**src/rtl/xss_pkg.sv**
```systemverilog
// shared types and constants of the xorshift-star random source
package xss_pkg;

    localparam int WORD_W = 64;
    localparam int HALF_W = 32;
    localparam int OP_W   = 3;

    localparam logic [WORD_W-1:0] START_WORD = 64'd4101842887655102017;
    localparam logic [WORD_W-1:0] MULTIPLIER = 64'd2685821657736338717;

    localparam int SHIFT_A = 21;
    localparam int SHIFT_B = 35;
    localparam int SHIFT_C = 4;

    localparam logic [OP_W-1:0] OP_WORD64 = 3'd0;
    localparam logic [OP_W-1:0] OP_WORD32 = 3'd1;
    localparam logic [OP_W-1:0] OP_HALF16 = 3'd2;
    localparam logic [OP_W-1:0] OP_BYTE8  = 3'd3;
    localparam logic [OP_W-1:0] OP_RANGE  = 3'd4;

    localparam logic [1:0] MUL_LO_LO = 2'd0;
    localparam logic [1:0] MUL_LO_HI = 2'd1;
    localparam logic [1:0] MUL_HI_LO = 2'd2;
    localparam logic [1:0] MUL_LAST  = MUL_HI_LO;

    localparam int CNT_W    = 6;
    localparam int DIV_BITS = WORD_W;

    localparam logic [1:0] HALF_FULL = 2'd3;
    localparam logic [2:0] BYTE_FULL = 3'd7;

    typedef struct packed {
        logic       capture;
        logic       mix_seed;
        logic       mix_draw;
        logic       mul_en;
        logic [1:0] mul_step;
        logic       load_word;
        logic       div_init;
        logic       div_step;
        logic       finish;
    } t_cmd;

    typedef struct packed {
        logic [OP_W-1:0] op;
        logic            seeded;
        logic            half_empty;
        logic            byte_empty;
        logic            span_zero;
    } t_stat;

endpackage

```
**src/rtl/xss_ctrl.sv**
```systemverilog
// sequencer for seeding, draw, multiply, divide and result beat
module xss_ctrl (
    input  logic             i_clk,
    input  logic             i_rst_n,
    input  logic             i_in_valid,
    output logic             o_in_ready,
    output logic             o_out_valid,
    input  logic             i_out_ready,
    input  xss_pkg::t_stat   i_stat,
    output xss_pkg::t_cmd    o_cmd
);

    localparam logic [2:0] S_IDLE   = 3'd0;
    localparam logic [2:0] S_DECIDE = 3'd1;
    localparam logic [2:0] S_MIX    = 3'd2;
    localparam logic [2:0] S_MUL    = 3'd3;
    localparam logic [2:0] S_LOADW  = 3'd4;
    localparam logic [2:0] S_DIV    = 3'd5;
    localparam logic [2:0] S_FIN    = 3'd6;

    localparam logic [xss_pkg::CNT_W-1:0] DIV_LAST = xss_pkg::CNT_W'(xss_pkg::DIV_BITS - 1);

    logic [2:0]                r_state, n_state;
    logic [xss_pkg::CNT_W-1:0] r_cnt, n_cnt;
    logic                      r_fold, n_fold;
    logic                      r_out_valid, n_out_valid;
    logic                      narrow_ready;

    assign o_in_ready  = (r_state == S_IDLE);
    assign o_out_valid = r_out_valid;

    assign narrow_ready = (i_stat.op == xss_pkg::OP_HALF16 && !i_stat.half_empty) ||
                          (i_stat.op == xss_pkg::OP_BYTE8 && !i_stat.byte_empty);

    always_comb begin
        n_state     = r_state;
        n_cnt       = r_cnt;
        n_fold      = r_fold;
        n_out_valid = r_out_valid;
        o_cmd       = '0;
        if (r_out_valid && i_out_ready) begin
            n_out_valid = 1'b0;
        end
        case (r_state)
            S_IDLE: begin
                if (i_in_valid) begin
                    o_cmd.capture = 1'b1;
                    n_state       = S_DECIDE;
                end
            end
            S_DECIDE: begin
                if (i_stat.op > xss_pkg::OP_RANGE) begin
                    n_state = S_FIN;
                end else if (!i_stat.seeded) begin
                    o_cmd.mix_seed = 1'b1;
                    n_fold         = 1'b1;
                    n_cnt          = '0;
                    n_state        = S_MUL;
                end else if (narrow_ready) begin
                    n_state = S_FIN;
                end else begin
                    n_state = S_MIX;
                end
            end
            S_MIX: begin
                o_cmd.mix_draw = 1'b1;
                n_fold         = 1'b0;
                n_cnt          = '0;
                n_state        = S_MUL;
            end
            S_MUL: begin
                o_cmd.mul_en   = 1'b1;
                o_cmd.mul_step = r_cnt[1:0];
                if (r_cnt[1:0] == xss_pkg::MUL_LAST) begin
                    n_cnt = '0;
                    if (r_fold) begin
                        n_state = S_LOADW;
                    end else if (i_stat.op == xss_pkg::OP_RANGE && !i_stat.span_zero) begin
                        o_cmd.div_init = 1'b1;
                        n_state        = S_DIV;
                    end else begin
                        n_state = S_FIN;
                    end
                end else begin
                    n_cnt = r_cnt + 1'b1;
                end
            end
            S_LOADW: begin
                o_cmd.load_word = 1'b1;
                n_state         = S_DECIDE;
            end
            S_DIV: begin
                o_cmd.div_step = 1'b1;
                if (r_cnt == DIV_LAST) begin
                    n_cnt   = '0;
                    n_state = S_FIN;
                end else begin
                    n_cnt = r_cnt + 1'b1;
                end
            end
            S_FIN: begin
                if (!r_out_valid || i_out_ready) begin
                    o_cmd.finish = 1'b1;
                    n_out_valid  = 1'b1;
                    n_state      = S_IDLE;
                end
            end
            default: begin
                n_state = S_IDLE;
            end
        endcase
    end

    always_ff @(posedge i_clk) begin
        if (!i_rst_n) begin
            r_state     <= S_IDLE;
            r_cnt       <= '0;
            r_fold      <= 1'b0;
            r_out_valid <= 1'b0;
        end else begin
            r_state     <= n_state;
            r_cnt       <= n_cnt;
            r_fold      <= n_fold;
            r_out_valid <= n_out_valid;
        end
    end

`ifndef SYNTHESIS
    a_finish_free: assert property (@(posedge i_clk) disable iff (!i_rst_n)
        o_cmd.finish |-> (!r_out_valid || i_out_ready))
        else $error("result loaded over an untaken beat");

    a_mul_starts_clean: assert property (@(posedge i_clk) disable iff (!i_rst_n)
        (r_state == S_MIX) |=> (r_state == S_MUL && r_cnt == '0))
        else $error("multiply sequence did not start at step zero");

    a_div_after_mul: assert property (@(posedge i_clk) disable iff (!i_rst_n)
        (r_state == S_DIV && $past(r_state) != S_DIV) |-> ($past(r_state) == S_MUL && r_cnt == '0))
        else $error("divide entered without a finished draw");
`endif

endmodule

```
**src/rtl/xss_dp.sv**
```systemverilog
// generator state, shared multiplier, restoring divider and result register
module xss_dp (
    input  logic                          i_clk,
    input  logic                          i_rst_n,
    input  xss_pkg::t_cmd                 i_cmd,
    output xss_pkg::t_stat                o_stat,
    input  logic [xss_pkg::OP_W-1:0]      i_operation,
    input  logic [xss_pkg::WORD_W-1:0]    i_range_min,
    input  logic [xss_pkg::WORD_W-1:0]    i_range_max,
    input  logic                          i_cfg_valid,
    input  logic [xss_pkg::WORD_W-1:0]    i_cfg_seed,
    output logic [xss_pkg::WORD_W-1:0]    o_value,
    output logic                          o_range_error
);

    localparam int W = xss_pkg::WORD_W;
    localparam int H = xss_pkg::HALF_W;

    function automatic logic [W-1:0] shift_mix(input logic [W-1:0] w);
        logic [W-1:0] t;
        t = w ^ (w >> xss_pkg::SHIFT_A);
        t = t ^ (t << xss_pkg::SHIFT_B);
        t = t ^ (t >> xss_pkg::SHIFT_C);
        return t;
    endfunction

    logic [W-1:0]              r_seed;
    logic [W-1:0]              r_word;
    logic                      r_seeded;
    logic [W-1:0]              r_half;
    logic [1:0]                r_half_cnt;
    logic [W-1:0]              r_byte;
    logic [2:0]                r_byte_cnt;

    logic [xss_pkg::OP_W-1:0]  r_op;
    logic [W-1:0]              r_min;
    logic [W-1:0]              r_span;
    logic [W-1:0]              r_acc;
    logic [W-1:0]              r_rem;
    logic [W-1:0]              r_value;
    logic                      r_err;

    logic [H-1:0]              mul_a;
    logic [H-1:0]              mul_b;
    logic [W-1:0]              mul_p;
    logic [W:0]                rem_sh;
    logic [W:0]                rem_diff;
    logic [W-1:0]              half_next;
    logic [W-1:0]              byte_next;
    logic [W-1:0]              n_value;
    logic                      n_err;

    assign o_stat.op         = r_op;
    assign o_stat.seeded     = r_seeded;
    assign o_stat.half_empty = (r_half_cnt == 2'd0);
    assign o_stat.byte_empty = (r_byte_cnt == 3'd0);
    assign o_stat.span_zero  = (r_span == '0);

    assign o_value       = r_value;
    assign o_range_error = r_err;

    // low-half products only matter for a product kept modulo 2^64
    assign mul_a = (i_cmd.mul_step == xss_pkg::MUL_HI_LO) ? r_word[W-1:H] : r_word[H-1:0];
    assign mul_b = (i_cmd.mul_step == xss_pkg::MUL_LO_HI) ? xss_pkg::MULTIPLIER[W-1:H]
                                                          : xss_pkg::MULTIPLIER[H-1:0];
    assign mul_p = {{H{1'b0}}, mul_a} * {{H{1'b0}}, mul_b};

    assign rem_sh   = {r_rem, r_acc[W-1]};
    assign rem_diff = rem_sh - {1'b0, r_span};

    assign half_next = (r_half_cnt != 2'd0) ? (r_half >> 16) : r_acc;
    assign byte_next = (r_byte_cnt != 3'd0) ? (r_byte >> 8) : r_acc;

    always_comb begin
        n_value = '0;
        n_err   = 1'b0;
        case (r_op)
            xss_pkg::OP_WORD64: n_value = r_acc;
            xss_pkg::OP_WORD32: n_value = {{H{1'b0}}, r_acc[H-1:0]};
            xss_pkg::OP_HALF16: n_value = {{(W-16){1'b0}}, half_next[15:0]};
            xss_pkg::OP_BYTE8:  n_value = {{(W-8){1'b0}}, byte_next[7:0]};
            xss_pkg::OP_RANGE: begin
                if (r_span == '0) begin
                    n_value = r_min;
                    n_err   = 1'b1;
                end else begin
                    n_value = r_min + r_rem;
                end
            end
            default: n_value = '0;
        endcase
    end

    always_ff @(posedge i_clk) begin
        if (!i_rst_n) begin
            r_seed     <= '0;
            r_word     <= xss_pkg::START_WORD;
            r_seeded   <= 1'b0;
            r_half     <= '0;
            r_half_cnt <= '0;
            r_byte     <= '0;
            r_byte_cnt <= '0;
        end else begin
            if (i_cfg_valid) begin
                r_seed <= i_cfg_seed;
            end
            if (i_cmd.mix_seed) begin
                r_word <= shift_mix(r_word ^ r_seed);
            end else if (i_cmd.mix_draw) begin
                r_word <= shift_mix(r_word);
            end else if (i_cmd.load_word) begin
                r_word   <= r_acc;
                r_seeded <= 1'b1;
            end
            if (i_cmd.finish && r_op == xss_pkg::OP_HALF16) begin
                r_half     <= half_next;
                r_half_cnt <= (r_half_cnt != 2'd0) ? r_half_cnt - 2'd1 : xss_pkg::HALF_FULL;
            end
            if (i_cmd.finish && r_op == xss_pkg::OP_BYTE8) begin
                r_byte     <= byte_next;
                r_byte_cnt <= (r_byte_cnt != 3'd0) ? r_byte_cnt - 3'd1 : xss_pkg::BYTE_FULL;
            end
        end
    end

    always_ff @(posedge i_clk) begin
        if (i_cmd.capture) begin
            r_op   <= i_operation;
            r_min  <= i_range_min;
            r_span <= i_range_max - i_range_min;
        end
        if (i_cmd.mul_en) begin
            if (i_cmd.mul_step == xss_pkg::MUL_LO_LO) begin
                r_acc <= mul_p;
            end else begin
                r_acc[W-1:H] <= r_acc[W-1:H] + mul_p[H-1:0];
            end
        end else if (i_cmd.div_step) begin
            r_acc <= {r_acc[W-2:0], 1'b0};
        end
        if (i_cmd.div_init) begin
            r_rem <= '0;
        end else if (i_cmd.div_step) begin
            r_rem <= rem_diff[W] ? rem_sh[W-1:0] : rem_diff[W-1:0];
        end
        if (i_cmd.finish) begin
            r_value <= n_value;
            r_err   <= n_err;
        end
    end

`ifndef SYNTHESIS
    a_seeded_after_load: assert property (@(posedge i_clk) disable iff (!i_rst_n)
        i_cmd.load_word |=> r_seeded)
        else $error("seed fold did not mark the generator as started");

    a_rem_below_span: assert property (@(posedge i_clk) disable iff (!i_rst_n)
        $past(i_cmd.div_step) |-> (r_rem < r_span))
        else $error("partial remainder reached the divisor");
`endif

endmodule

```
**src/rtl/xorshift_star_random_source.sv**
```systemverilog
// a fresh 64-bit draw steps through these states in order:
// decode, mix, three 32x32 partial products on one shared multiplier, result load
// ranged draw with a nonzero span then runs the restoring divider, one quotient bit per cycle
// narrow draw served from a reserve word, or an unknown operation, skips mix and multiply
// one request at a time, next input beat once the result loads; first also folds in the seed
// synchronous active-low reset restores the start word and empties both reserves
module xorshift_star_random_source (
    input  logic                          i_clk,
    input  logic                          i_rst_n,
    input  logic                          i_in_valid,
    output logic                          o_in_ready,
    input  logic [xss_pkg::OP_W-1:0]      i_operation,
    input  logic [xss_pkg::WORD_W-1:0]    i_range_min,
    input  logic [xss_pkg::WORD_W-1:0]    i_range_max,
    output logic                          o_out_valid,
    input  logic                          i_out_ready,
    output logic [xss_pkg::WORD_W-1:0]    o_value,
    output logic                          o_range_error,
    input  logic                          i_cfg_valid,
    output logic                          o_cfg_ready,
    input  logic [xss_pkg::WORD_W-1:0]    i_cfg_seed
);

    xss_pkg::t_cmd  cmd;
    xss_pkg::t_stat stat;

    assign o_cfg_ready = 1'b1;

    xss_ctrl u_ctrl (
        .i_clk       (i_clk),
        .i_rst_n     (i_rst_n),
        .i_in_valid  (i_in_valid),
        .o_in_ready  (o_in_ready),
        .o_out_valid (o_out_valid),
        .i_out_ready (i_out_ready),
        .i_stat      (stat),
        .o_cmd       (cmd)
    );

    xss_dp u_dp (
        .i_clk         (i_clk),
        .i_rst_n       (i_rst_n),
        .i_cmd         (cmd),
        .o_stat        (stat),
        .i_operation   (i_operation),
        .i_range_min   (i_range_min),
        .i_range_max   (i_range_max),
        .i_cfg_valid   (i_cfg_valid),
        .i_cfg_seed    (i_cfg_seed),
        .o_value       (o_value),
        .o_range_error (o_range_error)
    );

endmodule
```
**config.mk**
```make
export PLATFORM = sky130hd
export DESIGN_NAME = xorshift_star_random_source
export DESIGN_NICKNAME = d
export VERILOG_FILES = /design/src/rtl/xss_pkg.sv /design/src/rtl/xss_ctrl.sv /design/src/rtl/xss_dp.sv /design/src/rtl/xorshift_star_random_source.sv
export SDC_FILE = /design/constraint.sdc
export NUM_CORES = 2
export LEC_CHECK = 0
export BUFFER_PORTS_ARGS = -buffer_cell sky130_fd_sc_hd__clkbuf_2
export CAP_MARGIN = 20
export CORE_MARGIN = 2
export CORE_UTILIZATION = 35
export DETAILED_ROUTE_END_ITERATION = 10
export GPL_TIMING_DRIVEN = 0
export PLACE_DENSITY = 0.59
export SLEW_MARGIN = 20
export SYNTH_ARGS = -nofsm -noshare
export SYNTH_HDL_FRONTEND = slang
export SYNTH_SLANG_ARGS = --single-unit
export TNS_END_PERCENT = 30
```
**constraint.sdc**
```tcl
create_clock -name i_clk -period 13.1 [get_ports i_clk]
set_clock_uncertainty 0.1 [all_clocks]
set_input_delay 0.655 -clock i_clk [delete_from_list [all_inputs] [get_ports i_clk]]
set_output_delay 0.655 -clock i_clk [all_outputs]
set_load 0.02 [all_outputs]
```
==> results.rst <==
.. list-table::
   :header-rows: 1

   * - Metric
     - Value
   * - Main combinational cell family by area after synthesis
     - adder cells
   * - Final count of negative-setup-slack endpoints
     - 0
   * - Number of distinct library cells after synthesis
     - 97
   * - Buffers plus inverters on the worst setup path
     - 8
   * - Largest fanout on the critical path
     - 10
   * - Overflow left after global routing
     - 0
   * - Total number of H-tree levels
     - 3
   * - Unrepaired setup endpoints after global routing
     - no
   * - Maximum clock rate
     - 79.9 MHz
   * - Met2 global-route usage
     - 0.395
   * - DIE AREA
     - 186000 um^2
   * - Root cell of the clock tree
     - sky130_fd_sc_hd__clkbuf_16
   * - Placed Instance Area
     - 68400 um^2
   * - CTS tree
     - built
   * - Synthesis warning total
     - 0
   * - Arithmetic-cell share of the synthesized area counting full adders, half adders and majority gates
     - 0.309
   * - Data arrival time of the worst path
     - 12.88 ns
   * - Compound-cell area share of the yosys netlist
     - 0.163
   * - Shortest clock period the worst path allows after layout
     - 12.51 ns
   * - Worst hold slack after final layout
     - 0.0630 ns
   * - Count of cells resized by post-cts repair
     - 0
   * - Avg Synthesized Cell Area
     - 9.06 um^2
   * - Mux contribution to synthesized area
     - 0.0381
   * - Initial cell density of the core
     - 0.353
   * - Routing usage on met3
     - 0.0366
   * - Die height
     - 431 um
   * - Number of buffers created by CTS
     - 73
   * - Worst EP required
     - 13.47 ns
   * - Category of the worst setup path launch point
     - flip-flop
   * - Post-synthesis cell area
     - 63800 um^2
   * - Setup slack after layout
     - 0.588 ns
   * - Met1 layer usage reported by global route
     - 0.345
   * - Horizontal die dimension
     - 431 um
   * - Routability cong.
     - 1.00
   * - Area Growth Syn to Fin
     - 11.6%
   * - Cell with the most instances on the worst path
     - sky130_fd_sc_hd__fa_1
   * - Synthesized-area fraction occupied by and/or/nand/nor cells
     - 0.103
   * - Endpoint class of the critical path
     - flip-flop
   * - Placeable core area
     - 181000 um^2
   * - Clk slew on worst S/H paths
     - 0.06 ns
   * - Wire length of the first global-routing pass
     - 348000 um
   * - Classification of the worst-slack hold path
     - in2reg
   * - DRT antenna net count
     - 0
   * - Family with the most delay on the worst path
     - adder cells
   * - Tightest slew margin relative to the limit
     - 0.168
   * - Ys async rst share
     - 0
   * - Tightest Pin Transition
     - 1.25 ns
   * - Port-buffer cells
     - 264
   * - Final period utilization
     - 0.955
   * - Fin area
     - 71200 um^2
   * - Number of iterations in the first detailed-routing pass
     - 8
   * - R2R setup slack
     - 0.59 ns
   * - Number of nets in the finished design
     - 8852
   * - Number of vias per cell after detailed routing
     - 5.41
   * - Xor and xnor area share after synthesis
     - 0.0851
   * - Standard cell with the maximum stage delay on the critical path
     - sky130_fd_sc_hd__mux2i_2
   * - Busiest metal layer after global routing
     - met2
   * - Boundary Pins
     - 268
   * - Total detailed-routing wirelength
     - 239000 um
   * - Startpoint-to-endpoint class of the critical path
     - reg2reg
   * - Total of max-cap violations
     - 0
   * - Sequential fraction of the synthesis area
     - 0.221
   * - Total routing resource utilization after global routing
     - 0.253
   * - Total setup buffers inserted after CTS
     - 0
   * - Primary flip-flop cell chosen by synthesis mapping
     - sky130_fd_sc_hd__dfxtp_1
   * - Share of the synthesized area in the top cell type
     - 0.182
   * - Most repeated cell in the gate-level netlist after synthesis
     - sky130_fd_sc_hd__inv_1
   * - Number of sinks on the clock net
     - 573
   * - Setup TNS Final
     - 0 ns
   * - Number of enable-type register cells in the synthesized netlist
     - 260
   * - Number of inserted diodes
     - 0
   * - Synthesis-stage register bit count
     - 573
   * - Clock latency of the later-clocked register in the worst-skew pair
     - 0.69 ns
   * - Hold Vio Cnt, Final
     - 0
   * - Vias after detailed routing
     - 53300
   * - Result of the run
     - finished clean
   * - Avg WL per Cell
     - 24.3 um
   * - Worst slack at placement
     - 0.107 ns
   * - Number of antenna violations at the first check in global routing
     - 5
   * - Maximum clock path buffer count
     - 3
   * - Total half-perimeter wirelength after legalization and detailed placement
     - 198000 um
   * - Number of hold-repair buffers added at the cts stage
     - 0
   * - DRC viols
     - 0
   * - Floorplan row count
     - 156
   * - Post-synthesis cell count
     - 7041
   * - Slew Viols, Final
     - 0
   * - Fraction of final layout cells sized beyond drive strength 1
     - 0.0663
   * - Pin count of the biggest net entering global routing
     - 59
   * - Number of global-route vias before repair
     - 52200
   * - Cell taking the most area after synthesis
     - sky130_fd_sc_hd__fa_1
   * - Max stage delay on crit path
     - 0.90 ns
   * - Most common library cells after synthesis
     - 996 x sky130_fd_sc_hd__inv_1, 649 x sky130_fd_sc_hd__ha_1, 580 x sky130_fd_sc_hd__fa_1
   * - Main area contributors after synthesis
     - sky130_fd_sc_hd__fa_1 18%, sky130_fd_sc_hd__ha_1 13%, sky130_fd_sc_hd__edfxtp_1 12%
   * - Drt initial violations
     - 5135
-- kinds of logic after synthesis --
kind of cell               Yosys count
AOI/OAI and AO/OA                 1592
xor gates and xnor gates           618
adders and majority gates         1229
buffers and inverters             1351
DFF                                573
muxes                              242
other                                2
and+or+nand+nor                   1434
-- sequential cells by signal, indices dropped and copies added, names as in the netlist --
| signal | flops |
|---|---|
| u_dp.r_rem | 64 |
| u_dp.r_span | 64 |
| u_dp.o_range_error | 1 |
| u_dp.r_half_cnt | 2 |
| u_dp.o_value | 64 |
| u_dp.r_acc | 64 |
| u_dp.r_byte | 56 |
| u_ctrl.r_state | 3 |
| u_ctrl.r_fold | 1 |
| u_dp.r_op | 3 |
| u_dp.r_half | 48 |
| u_ctrl.o_out_valid | 1 |
| u_dp.r_seed | 64 |
| u_ctrl.r_cnt | 6 |
| u_dp.r_word | 64 |
| u_dp.r_min | 64 |
| u_dp.r_seeded | 1 |
| u_dp.r_byte_cnt | 3 |
-- per-stage QoR --
stage               instances   util
floorplan                7075      -
global placement         9709  0.377
detailed placement       9717  0.378
CTS                      9851  0.393
global route             9852  0.393
finish                   9852  0.393
-- per-layer routing --
layer,vias to the layer above,part of all wire
met2,2161,0.44
li1,24500,-
met4,2,0.051
met1,26200,0.43
met3,420,0.077
met5,-,0.000050
-- cell usage in the layout (no fill, tap or decap), drive strengths merged, types with 19 or more instances in the layout --
master	synthesis	final
a211oi	101	101
a21boi	46	46
a21o	190	190
a21oi	449	449
a22oi	19	19
a31oi	56	56
and2	24	24
and3	34	34
buf	51	60
clkbuf	303	665
conb	2	36
dfxtp	313	313
edfxtp	260	260
fa	580	580
ha	649	649
inv	997	999
mux2i	235	235
nand2	544	544
nand2b	34	34
nand3	109	109
nand4	75	75
nor2	355	355
nor2b	125	125
nor3	54	54
nor4	22	22
o211a	104	104
o211ai	52	52
o21a	34	34
o21ai	363	363
o21bai	47	47
xnor2	443	443
xor2	174	174
-- path summary, 6_finish.rpt --
path	endpoint	cells after the start	startpoint
setup / recovery	u_dp.r_acc[62]	32	u_ctrl.r_state[2]
setup reg to reg	u_dp.r_acc[62]	32	u_ctrl.r_state[2]
hold reg to reg	u_dp.r_half[58]	2	u_dp.r_half[58]
hold / removal	u_dp.r_op[2]	1	i_operation[2]
-- layout make-up --
| cell class | count | area [um^2] |
|---|---|---|
| Multi-Input combinational cell | 5151 | 44900 |
| Tap cell | 2370 | 2970 |
| Buffer | 354 | 1400 |
| Inverter | 997 | 3740 |
| Clock inverter | 36 | 658 |
| Clock buffer | 98 | 2020 |
| Sequential cell | 573 | 14100 |
| Fill cell | 18200 | 110000 |
| Timing Repair Buffer | 273 | 1440 |
Power is left out: the tool's default activity adds up to more than one toggle a clock period on the data nets, which glitch-free logic cannot reach.
